`src/rtl/slhb_pkg.sv`:
```
// package: types and constants for the serial line history buffer
package slhb_pkg;

  localparam int unsigned MaxLineBytes = 64;
  localparam int unsigned HistDepth    = 8;
  localparam int unsigned SlotW        = (HistDepth > 1) ? $clog2(HistDepth) : 1;
  localparam int unsigned LenW         = $clog2(MaxLineBytes);
  localparam int unsigned PartDepth    = MaxLineBytes - 1;
  localparam int unsigned PartIdxW     = (PartDepth > 1) ? $clog2(PartDepth) : 1;
  localparam int unsigned MemDepth     = HistDepth * MaxLineBytes;
  localparam int unsigned MemAddrW     = $clog2(MemDepth);

  localparam logic [7:0] CharCr = 8'h0d;
  localparam logic [7:0] CharLf = 8'h0a;

  typedef enum logic [2:0] {
    CmdRecv    = 3'd0,
    CmdPeek    = 3'd1,
    CmdRead    = 3'd2,
    CmdRemove  = 3'd3,
    CmdClear   = 3'd4,
    CmdDiscard = 3'd5,
    CmdPeekPar = 3'd6,
    CmdNone    = 3'd7
  } cmd_e;

  typedef enum logic [2:0] {
    StIdle,
    StCommit,
    StLineRd,
    StLineOut,
    StShift,
    StParScan,
    StParOut
  } state_e;

  typedef struct packed {
    logic [2:0] command;
    logic [7:0] rx_byte;
    logic [3:0] line_index;
  } in_word_t;

  typedef struct packed {
    logic       found;
    logic       char_valid;
    logic [7:0] out_char;
    logic       last;
    logic [3:0] line_count;
    logic [5:0] partial_length;
    logic       line_committed;
  } out_word_t;

  // load and rotate control for the partial line cell chain
  typedef struct packed {
    logic                load;
    logic [PartIdxW-1:0] load_idx;
    logic [7:0]          load_byte;
    logic                rotate;
  } chain_ctl_t;

endpackage

```
`src/rtl/slhb_cell.sv`:
```
// one byte cell of the partial line chain
module slhb_cell import slhb_pkg::*; (
  input  logic       clk_i,
  input  logic       load_i,
  input  logic       shift_i,
  input  logic [7:0] load_byte_i,
  input  logic [7:0] next_i,
  output logic [7:0] byte_o
);

  logic [7:0] byte_q, byte_d;

  // take a new byte written here, or the neighbour's byte on a rotate
  always_comb begin
    byte_d = byte_q;
    if (load_i) begin
      byte_d = load_byte_i;
    end else if (shift_i) begin
      byte_d = next_i;
    end
  end

  always_ff @(posedge clk_i) begin
    byte_q <= byte_d;
  end

  assign byte_o = byte_q;

endmodule

```
`src/rtl/slhb_chain.sv`:
```
// partial line held as a rotating chain of byte cells, head at cell 0
module slhb_chain import slhb_pkg::*; (
  input  logic       clk_i,
  input  chain_ctl_t ctl_i,
  output logic [7:0] head_o
);

  logic [7:0] cell_byte [PartDepth];

  // a load writes the byte into the cell at its index, a rotate moves head to tail
  for (genvar g = 0; g < PartDepth; g++) begin : g_cell
    logic [7:0] nxt;
    logic       ld;
    if (g == PartDepth - 1) begin : g_tail
      assign nxt = cell_byte[0];
    end else begin : g_mid
      assign nxt = cell_byte[g+1];
    end
    assign ld = ctl_i.load && (ctl_i.load_idx == PartIdxW'(g));
    slhb_cell u_cell (
      .clk_i      (clk_i),
      .load_i     (ld),
      .shift_i    (ctl_i.rotate),
      .load_byte_i(ctl_i.load_byte),
      .next_i     (nxt),
      .byte_o     (cell_byte[g])
    );
  end

  assign head_o = cell_byte[0];

endmodule

```
`config.mk`:
```
export PLATFORM = sky130hd
export DESIGN_NAME = slhb_chain
export DESIGN_NICKNAME = d
export VERILOG_FILES = /design/src/rtl/slhb_pkg.sv /design/src/rtl/slhb_cell.sv /design/src/rtl/slhb_chain.sv
export SDC_FILE = /design/constraint.sdc
export NUM_CORES = 1
export LEC_CHECK = 0
export ABC_CLOCK_PERIOD_IN_PS = 2400
export BUFFER_PORTS_ARGS = -buffer_cell sky130_fd_sc_hd__buf_2
export CORE_UTILIZATION = 41
export CTS_CLUSTER_SIZE = 20
export DETAILED_ROUTE_END_ITERATION = 12
export PLACE_DENSITY_LB_ADDON = 0.2
export SETUP_SLACK_MARGIN = 0.4
export SKIP_LAST_GASP = 1
export SLEW_MARGIN = 20
export SYNTH_ARGS = -nofsm -noshare
export SYNTH_HDL_FRONTEND = slang
export SYNTH_SLANG_ARGS = --single-unit
```
`constraint.sdc`:
```
create_clock -name clk_i -period 2.4 [get_ports clk_i]
set_input_delay 0.36 -clock clk_i [delete_from_list [all_inputs] [get_ports clk_i]]
set_output_delay 0.36 -clock clk_i [all_outputs]
set_load 0.1 [all_outputs]
```
# [Word level (Yosys, flattened, before mapping)]
# Index checks and enable logic that the tools add are counted.
[word_totals] wordCells=378 reg_bits=504 inputBits=17
[classes] eq_ne=62 n_reduce_logical=127 mux=126
[op_table] op="2-to-1 mux 8 bit" n=126
[op_table] op="equality test 6 bit (second input constant)" n=31
[op_table] op="nonzero test 2 bit" n=63
[op_table] op="equality test 6 x 5 -> 1 bit (second input constant)" n=16
[op_table] op="logical AND 1 bit" n=63
[op_table] op="equality test 6 x 4 -> 1 bit (second input constant)" n=8
[op_table] op="equality test 6 x 3 -> 1 bit (second input constant)" n=4
[op_table] op="equality test 6 x 2 -> 1 bit (second input constant)" n=2
[op_table] op="equality test 6 x 1 -> 1 bit (second input constant)" n=1
[op_table] op="logical NOT 6 bit" n=1

# [Logic depth before layout (Yosys ltp)]
# Gate-level depths: netlist of the first run.
[depth] depth_word=3 ltp_mapped=5 depth_no_buf=3

# [Modules after synthesis]
# Synthesis of the first run repeated with hierarchy kept, for this count alone.
[unflattened] cells_unflattened=1226 hier_area_um2=24270.8
[by_module_without_submodules] module="slhb_cell" instances=63 area_each_um2=377.9 cells_each=18
[by_module_without_submodules] module="slhb_chain" instances=1 area_each_um2=465.4 cells_each=92

# [Least setup slack after synthesis of the first run]
# No wires, ideal clock.
[synth_path] path_type="input to register" startpoint="input port ctl_i[15] in the netlist's numbering" endpoint="register g_cell[15].u_cell.byte_q[0] (data pin)" arrival_ns=1.726 path_slack_ns=0.414 required_time_ns=2.140 path_stages=5 n_path_buf=2 setup_time_ns=0.260 path_cell_list="buf_2 or3b_2 buf_4 nor2_2 mux2_2"
[synth_via] elab_chain_len=2
[synth_rtl] element="start: declaration" line="slhb_chain.sv:4" text="input chain_ctl_t ctl_i,"
[synth_rtl] element="logical AND 1 bit" line="slhb_chain.sv:19" text="assign ld = ctl_i.load && (ctl_i.load_idx == PartIdxW'(g));"
[synth_rtl] element="2-to-1 mux 8 bit" line="slhb_cell.sv:16" text="if (load_i) begin"
[synth_rtl] element="via g_cell[15].u_cell.byte_d[0]" line="slhb_cell.sv:11" text="logic [7:0] byte_q, byte_d;"
[synth_rtl] element="end signal: assignment" line="slhb_cell.sv:24" text="byte_q <= byte_d;"
[synth_rtl] element="end: declaration" line="slhb_cell.sv:11"
# The timed path passes the listed nets, and every way through them passes these cells.
# A chain may end at the register's enable or synchronous reset.

# [Worst setup path in the final report of the first run]
[layout_path] startpoint="register g_cell[0].u_cell.byte_q[0]" endpoint="output port head_o[0]"
[layout_rtl] element="start: declaration" line="slhb_cell.sv:11"
[layout_rtl] element="start signal: assignment" line="slhb_cell.sv:24"
[layout_rtl] element="end: declaration" line="slhb_chain.sv:5" text="output logic [7:0] head_o"
# No word-level cell between the ends.

==> summary.txt, run 1 <==
Synth
  – Yosys Warn Count: 0
  – Post-synthesis mux area share: 25.63%
  – Sequential fraction of the synthesis area: 68.34%
  – Post-synthesis area per instance: 17.92 µm²
  – Simple-Gate Fraction of Synth Area: 4.582%
  – Post-synthesis cell type count: 25
  – Main combinational cell family by area after synthesis: multiplexers
  – Cell count after synthesis: 1236
  – Post-synthesis xor/xnor area fraction: 0%
  – Synthesized net count: 1253
  – Synth Area in Adders: 0%
  – Synth Area in Compound Gates: 0%
  – Flops & latches, synth: 504
  – Mapped cell area: 22150 µm²

Routing
  – WL per Instance: 22.16 µm
  – Routed WL: 45.20 mm
  – Vias per cell: 5.279
  – DRT antenna net count: 0
  – Via count: 10.77k
  – First-pass DRT Iterations: 5
  – Initial DRC Count: 680
  – DRC violations left: 0

Timing
  – Unrepaired setup endpoints after global routing: no
  – Slew @ Worst Pin: 1.091 ns
  – Fin crit share: 78.19%
  – Final setup viols: 0
  – Rel. slew slack: 27.24%
  – Hold WS: 0.5287 ns
  – Final hold violations: 0
  – FMAX: 0.5329 GHz
  – Period minus WS final: 1.877 ns
  – Clock skew: 0.02177 ns
  – Final count of pins violating max slew: 0

Floorplan
  – Die area: 54950 µm²
  – Initial Util: 41.81%
  – Core Area: 52970 µm²
  – Die Span X: 234.4 µm
  – Die H: 234.4 µm
  – FP Rows: 84
  – IO Count: 25

Worst hold path
  – Worst Hold Class: register to register
  – Hold path depth: 1

Worst setup path
  – Reg2Reg Depth: 1
  – Crit path capture type: output pin
  – Crit path launch type: register
  – Worst R2R Setup Slack: 1.41 ns
  – Largest fanout on the critical path: 2
  – WS Path Type: register to output pin
  – CP top delay family: buffers and inverters
  – Worst path bufs/invs: 1
  – WP data arrival: 1.52 ns
  – Levels on crit path: 1
  – Req. time, crit path: 2.04 ns
  – Max incr delay on CP: 0.53 ns
  – Critical Path Slowest Stage Cell: buf_2
  – CP Cell Sequence: buf_2

Placement
  – Placed cells: 1942
  – Placed cell area: 23410 µm²
  – Gpl congestion: 0.7405
  – Hpwl dp: 27.11 mm
  – Number of port buffers: 24

CTS
  – Bufs on Longest Clock Path: 3
  – CTS Buf Count: 55
  – # resized after CTS: 0
  – Clock transition at path regs: 0.06 ns
  – Hold buffers post-CTS: 0
  – Worst-Skew Late Latency: 0.61 ns
  – Setup repair bufs after CTS: 0
  – Clock root cell: clkbuf_16
  – H-tree levels: 2
  – Sink Count: 504
  – CTS tree: yes

Finish
  – Nets: 1328
  – Largest register FFs: 504
  – Layout cells sized above 1: 54.26%
  – Most frequent cells in the layout: edfxtp_1, mux2_2, buf_4
  – Commonest non-fill, non-tap cell in the layout: edfxtp_1
  – Design area: 25120 µm²
  – Final std cells w/o fill: 2040
  – Synth-to-layout area growth: 13.43%
  – Final Core Density: 47.43%

GRT
  – Remaining Overflow, GRT: 0
  – Initial antenna violation count: 2
  – First-pass GRT wire length: 70.94 mm
  – Vias in the first global route: 11.52k
  – Pin count of the biggest net entering global routing: 64
  – Overall Global Routing Usage: 17.14%

Power and ir drop
  – Clock group share of total power: 41.1%
  – Power density over the cells: 784.8 nW/µm²
  – Maximum VDD drop: 0.0005254 V
  – Lkg Pwr: 8.673 nW
  – Sw Share: 21.35%
  – Switching power total: 4.209 mW
  – Combinational group share of total power: 5.8%
  – Flop pwr share: 53.1%
  – Internal power: 15.51 mW

Run status
  – Outcome: finished, final reports clean

Flow run
  – Max_cap viols: 0
-- through the flow --
| stage | total power, mW | setup WS, ns | TNS (ns) |
|---|---|---|---|
| final | 19.72 | 0.5235 | 0 |
| after global routing | 20.43 | 0.4740 | 0 |
| after CTS | 19.96 | 0.4964 | 0 |
| after detailed placement | 11.79 | -0.04815 | -0.6180 |
| after global placement | 11.78 | -0.04455 | -0.6716 |
| after floorplan | 11.38 | 0.4145 | 0 |
-- cells in the mapped netlist (all sizes together) --
master  instances  area (µm²)
nand3           1       5.000
nor3b           1       7.510
mux2          504        5675
or2            19       118.9
buf            24       120.1
or3b            1       8.760
clkbuf         54       202.7
and3            1       6.260
nor4            1       12.51
nor4b           4       60.06
and3b           2       17.52
nand2b         44       275.3
nand3b          2       15.01
and4bb          1       12.51
nand2          44       225.2
nand4           1       6.260
nand4b          4       60.06
edfxtp        504       15130
nor4bb          5       50.05
nor2           19       133.9
-- final timing paths --
check / from / end
worst min register to register: g_cell[48].u_cell.byte_o[7] / g_cell[47].u_cell.byte_o[7]
worst min-delay path: g_cell[48].u_cell.byte_o[7] / g_cell[47].u_cell.byte_o[7]
worst max register to register: g_cell[0].u_cell.byte_o[2] / g_cell[62].u_cell.byte_o[2]
worst max-delay path: g_cell[0].u_cell.byte_o[0] / head_o[0]
-- power by group through the flow --
stage / Clock (mW) / Combinational, mW / Sequential, mW
6_report: 8.11 / 1.14 / 10.5
3_5_place_dp: 0 / 1.14 / 10.6
5_1_grt: 8.68 / 1.24 / 10.5
4_1_cts: 8.33 / 1.16 / 10.5
2_1_floorplan: 0 / 0.755 / 10.6
3_3_place_gp: 0 / 1.13 / 10.7
-- layer usage --
metal	vias up	wire (µm)	global-route usage, %	part of all wire [%]
li1	4963	-	-	-
met4	0	961	4.980	2.1
met5	-	0	0	0
met3	65	2084	2.955	4.6
met1	5540	21900	24.83	48
met2	201	20260	26.44	45
-- layout make-up --
cell class                      count  area [µm²]
Sequential cell                   504       15130
Antenna cell                        3       7.507
Clock inverter                     34       307.8
Timing Repair Buffer               96       710.7
Tap cell                          688       860.8
Multi-Input combinational cell    654        6701
Fill cell                        4537       27850
Clock buffer                       61        1399
-- kinds of logic (layout without fill, tap and decap cells) --
family,Yosys count,count (layout)
mux,504,504
flops,504,504
simple gates,150,150
buf+inv,78,191
other cells,0,3
No activity file was read; power rests on OpenSTA's default activity.
==> run 2: changes to the inputs <==
--- a/config.mk
+++ b/config.mk
@@ -5,7 +5,7 @@
 export SDC_FILE = /design/constraint.sdc
 export NUM_CORES = 1
 export LEC_CHECK = 0
-export ABC_CLOCK_PERIOD_IN_PS = 2400
+export ABC_CLOCK_PERIOD_IN_PS = 1500
 export BUFFER_PORTS_ARGS = -buffer_cell sky130_fd_sc_hd__buf_2
 export CORE_UTILIZATION = 41
 export CTS_CLUSTER_SIZE = 20
==> constraint.sdc (replaced) <==
create_clock -name clk_i -period 1.5 [get_ports clk_i]
set_input_delay 0.225 -clock clk_i [delete_from_list [all_inputs] [get_ports clk_i]]
set_output_delay 0.225 -clock clk_i [all_outputs]
set_load 0.1 [all_outputs]
==> summary.txt, run 2 (synthesis gave the netlist of run 1 again) <==
Floorplan
  – IO Count: 25
  – Die area: 54950 µm²
  – Die H: 234.4 µm
  – FP Rows: 84
  – Initial Util: 41.81%
  – Die Span X: 234.4 µm
  – Core Area: 52970 µm²

Power and ir drop
  – Maximum VDD drop: 0.0007914 V
  – Internal power: 25.06 mW
  – Clock group share of total power: 38.7%
  – Pwr Total: 32.01 mW
  – Switching power total: 6.943 mW
  – Combinational group share of total power: 8.9%
  – Sw Share: 21.69%
  – Lkg Pwr: 10.98 nW
  – Flop pwr share: 52.4%
  – Power density over the cells: 1070 nW/µm²

GRT
  – Remaining Overflow, GRT: 0
  – Initial antenna violation count: 0
  – Vias in the first global route: 12.24k
  – Met1 layer usage reported by global route: 26.54%
  – Overall Global Routing Usage: 18.66%
  – M2 GR Usage: 29.16%
  – First-pass GRT wire length: 76.82 mm
  – M3 GR Usage: 3.791%
  – Grt peak-use layer: met2
  – Pin count of the biggest net entering global routing: 64

Worst setup path
  – Worst path bufs/invs: 1
  – Largest fanout on the critical path: 2
  – WS Path Type: register to output pin
  – CP top delay family: flip-flops
  – WP data arrival: 1.30 ns
  – CP Cell Sequence: buf_8
  – Reg2Reg Depth: 3
  – Req. time, crit path: 1.27 ns
  – Worst R2R Setup Slack: 0.28 ns
  – Critical Path Slowest Stage Cell: edfxtp_1
  – Crit path capture type: output pin
  – Max incr delay on CP: 0.50 ns
  – Crit path launch type: register
  – RR Startpoint: g_cell[0].u_cell.byte_o[2]
  – FF-to-FF End: g_cell[62].u_cell.byte_o[2]

CTS
  – Clock transition at path regs: 0.06 ns
  – CTS Buf Count: 52
  – H-tree levels: 2
  – Sink Count: 504
  – Bufs on Longest Clock Path: 3
  – Clock root cell: clkbuf_16
  – CTS tree: yes
  – Hold buffers post-CTS: 0
  – Worst-Skew Late Latency: 0.59 ns

Placement
  – Number of port buffers: 24
  – Placed cells: 1984
  – Gpl congestion: 0.7560
  – Hpwl dp: 27.45 mm

Finish
  – Layout cells sized above 1: 64.06%
  – Synth-to-layout area growth: 35.09%
  – Nets: 1501
  – Final std cells w/o fill: 2207
  – Ant diodes: 0
  – Largest register FFs: 504
  – Commonest non-fill, non-tap cell in the layout: edfxtp_1
  – Most frequent cells in the layout: edfxtp_1, mux2_2, mux2_4

Timing
  – FMAX: 0.6539 GHz
  – Final setup viols: 1
  – Period minus WS final: 1.529 ns
  – Fin crit share: 102.0%
  – Final hold violations: 0
  – Setup TNS: -0.02925 ns
  – Slew @ Worst Pin: 0.4132 ns
  – Final count of pins violating max slew: 0
  – Unrepaired setup endpoints after global routing: yes
  – Clock skew: 0.01509 ns
  – Rel. slew slack: 72.45%
  – Final worst slack: -0.02925 ns

Routing
  – Via count: 11.71k
  – DRT antenna net count: 0
  – Vias per cell: 5.306
  – Routed WL: 51.17 mm
  – DRC violations left: 0
  – WL per Instance: 23.19 µm
  – First-pass DRT Iterations: 5
  – Initial DRC Count: 878

Flow run
  – Max_cap viols: 0

Worst hold path
  – WHS Endpoint: g_cell[18].u_cell.byte_o[4]
  – HP Start: ctl_i[5]
  – Hold path depth: 2
  – Worst Hold Class: input pin to register

Run status
  – Failing checks: negative setup slack
  – Outcome: complete, but fails checks
[run 2: changes by cell type in the layout (fill, tap and decap cells not counted), moves of 20 or more]
| cell | change |
|---|---|
| nand2_1 | -20 |
| mux2_2 | -139 |
| nand2_2 | -24 |
| mux2_4 | +155 |
| nand2_8 | +56 |
| nand2b_1 | -39 |
| buf_6 | +65 |
| nand2b_4 | +39 |
| buf_12 | +74 |
[run 2: final cells by class]
cell class / count / area, µm²
clock buffer: 63 / 1364
clock inverter: 26 / 219.0
fill: 3937 / 23050
multi-input combinational: 681 / 8921
sequential: 504 / 15130
tap: 688 / 860.8
timing repair buffer: 245 / 3420
[run 2: metrics by stage]
stage               util, %  cell area, µm²  hold WS (ns)  setup WS, ns
finish                56.48           29920       0.07038      -0.02925
global route          56.48           29920       0.06195      -0.07050
CTS                   54.64           28940       0.05728      -0.07989
detailed placement    47.45           25140        0.5170       -0.5208
global placement      47.45           25140        0.5149       -0.5266
floorplan                 -           23150        0.5083       -0.1711
[run 2: routing by layer]
layer  up-vias  wire, µm  share of wire [%]
li1       5348         -                  -
met4         0       872                1.7
met5         -         0                  0
met1      6102     24140                 47
met2       204     24020                 47
met3        56      2132                4.2
[run 2: worst max-delay path by stage]
stage	to	depth (start not counted)	from
floorplan	g_cell[15].u_cell.byte_o[0]	5	ctl_i[15]
global placement	g_cell[34].u_cell.byte_o[6]	5	ctl_i[10]
detailed placement	g_cell[26].u_cell.byte_o[5]	6	ctl_i[10]
CTS	head_o[6]	1	g_cell[0].u_cell.byte_o[6]
global route	head_o[6]	1	g_cell[0].u_cell.byte_o[6]
finish	head_o[6]	1	g_cell[0].u_cell.byte_o[6]
[run 2: worst reg2reg max path, delay by kind of cell, from the launching register on]
kind	cells	cell delay, ns
buffers and inverters	2	0.28
DFF	1	0.43
muxes	1	0.25
[run 2: repair_timing]
action	4_1_cts	5_1_grt
gates resized for setup	189	122
pin swaps	26	36
buffers inserted	71	22
setup endpoints to repair	943	999
gates cloned	26	15
endpoints found under the hold margin	0	0
[run 2: power groups by stage]
stage	clock, mW	sequential, mW	combinational, mW
2_1_floorplan	0	17.0	1.44
3_3_place_gp	0	17.0	2.17
3_5_place_dp	0	17.0	2.21
4_1_cts	12.7	16.8	2.65
5_1_grt	13.2	16.8	3.02
6_report	12.4	16.8	2.85
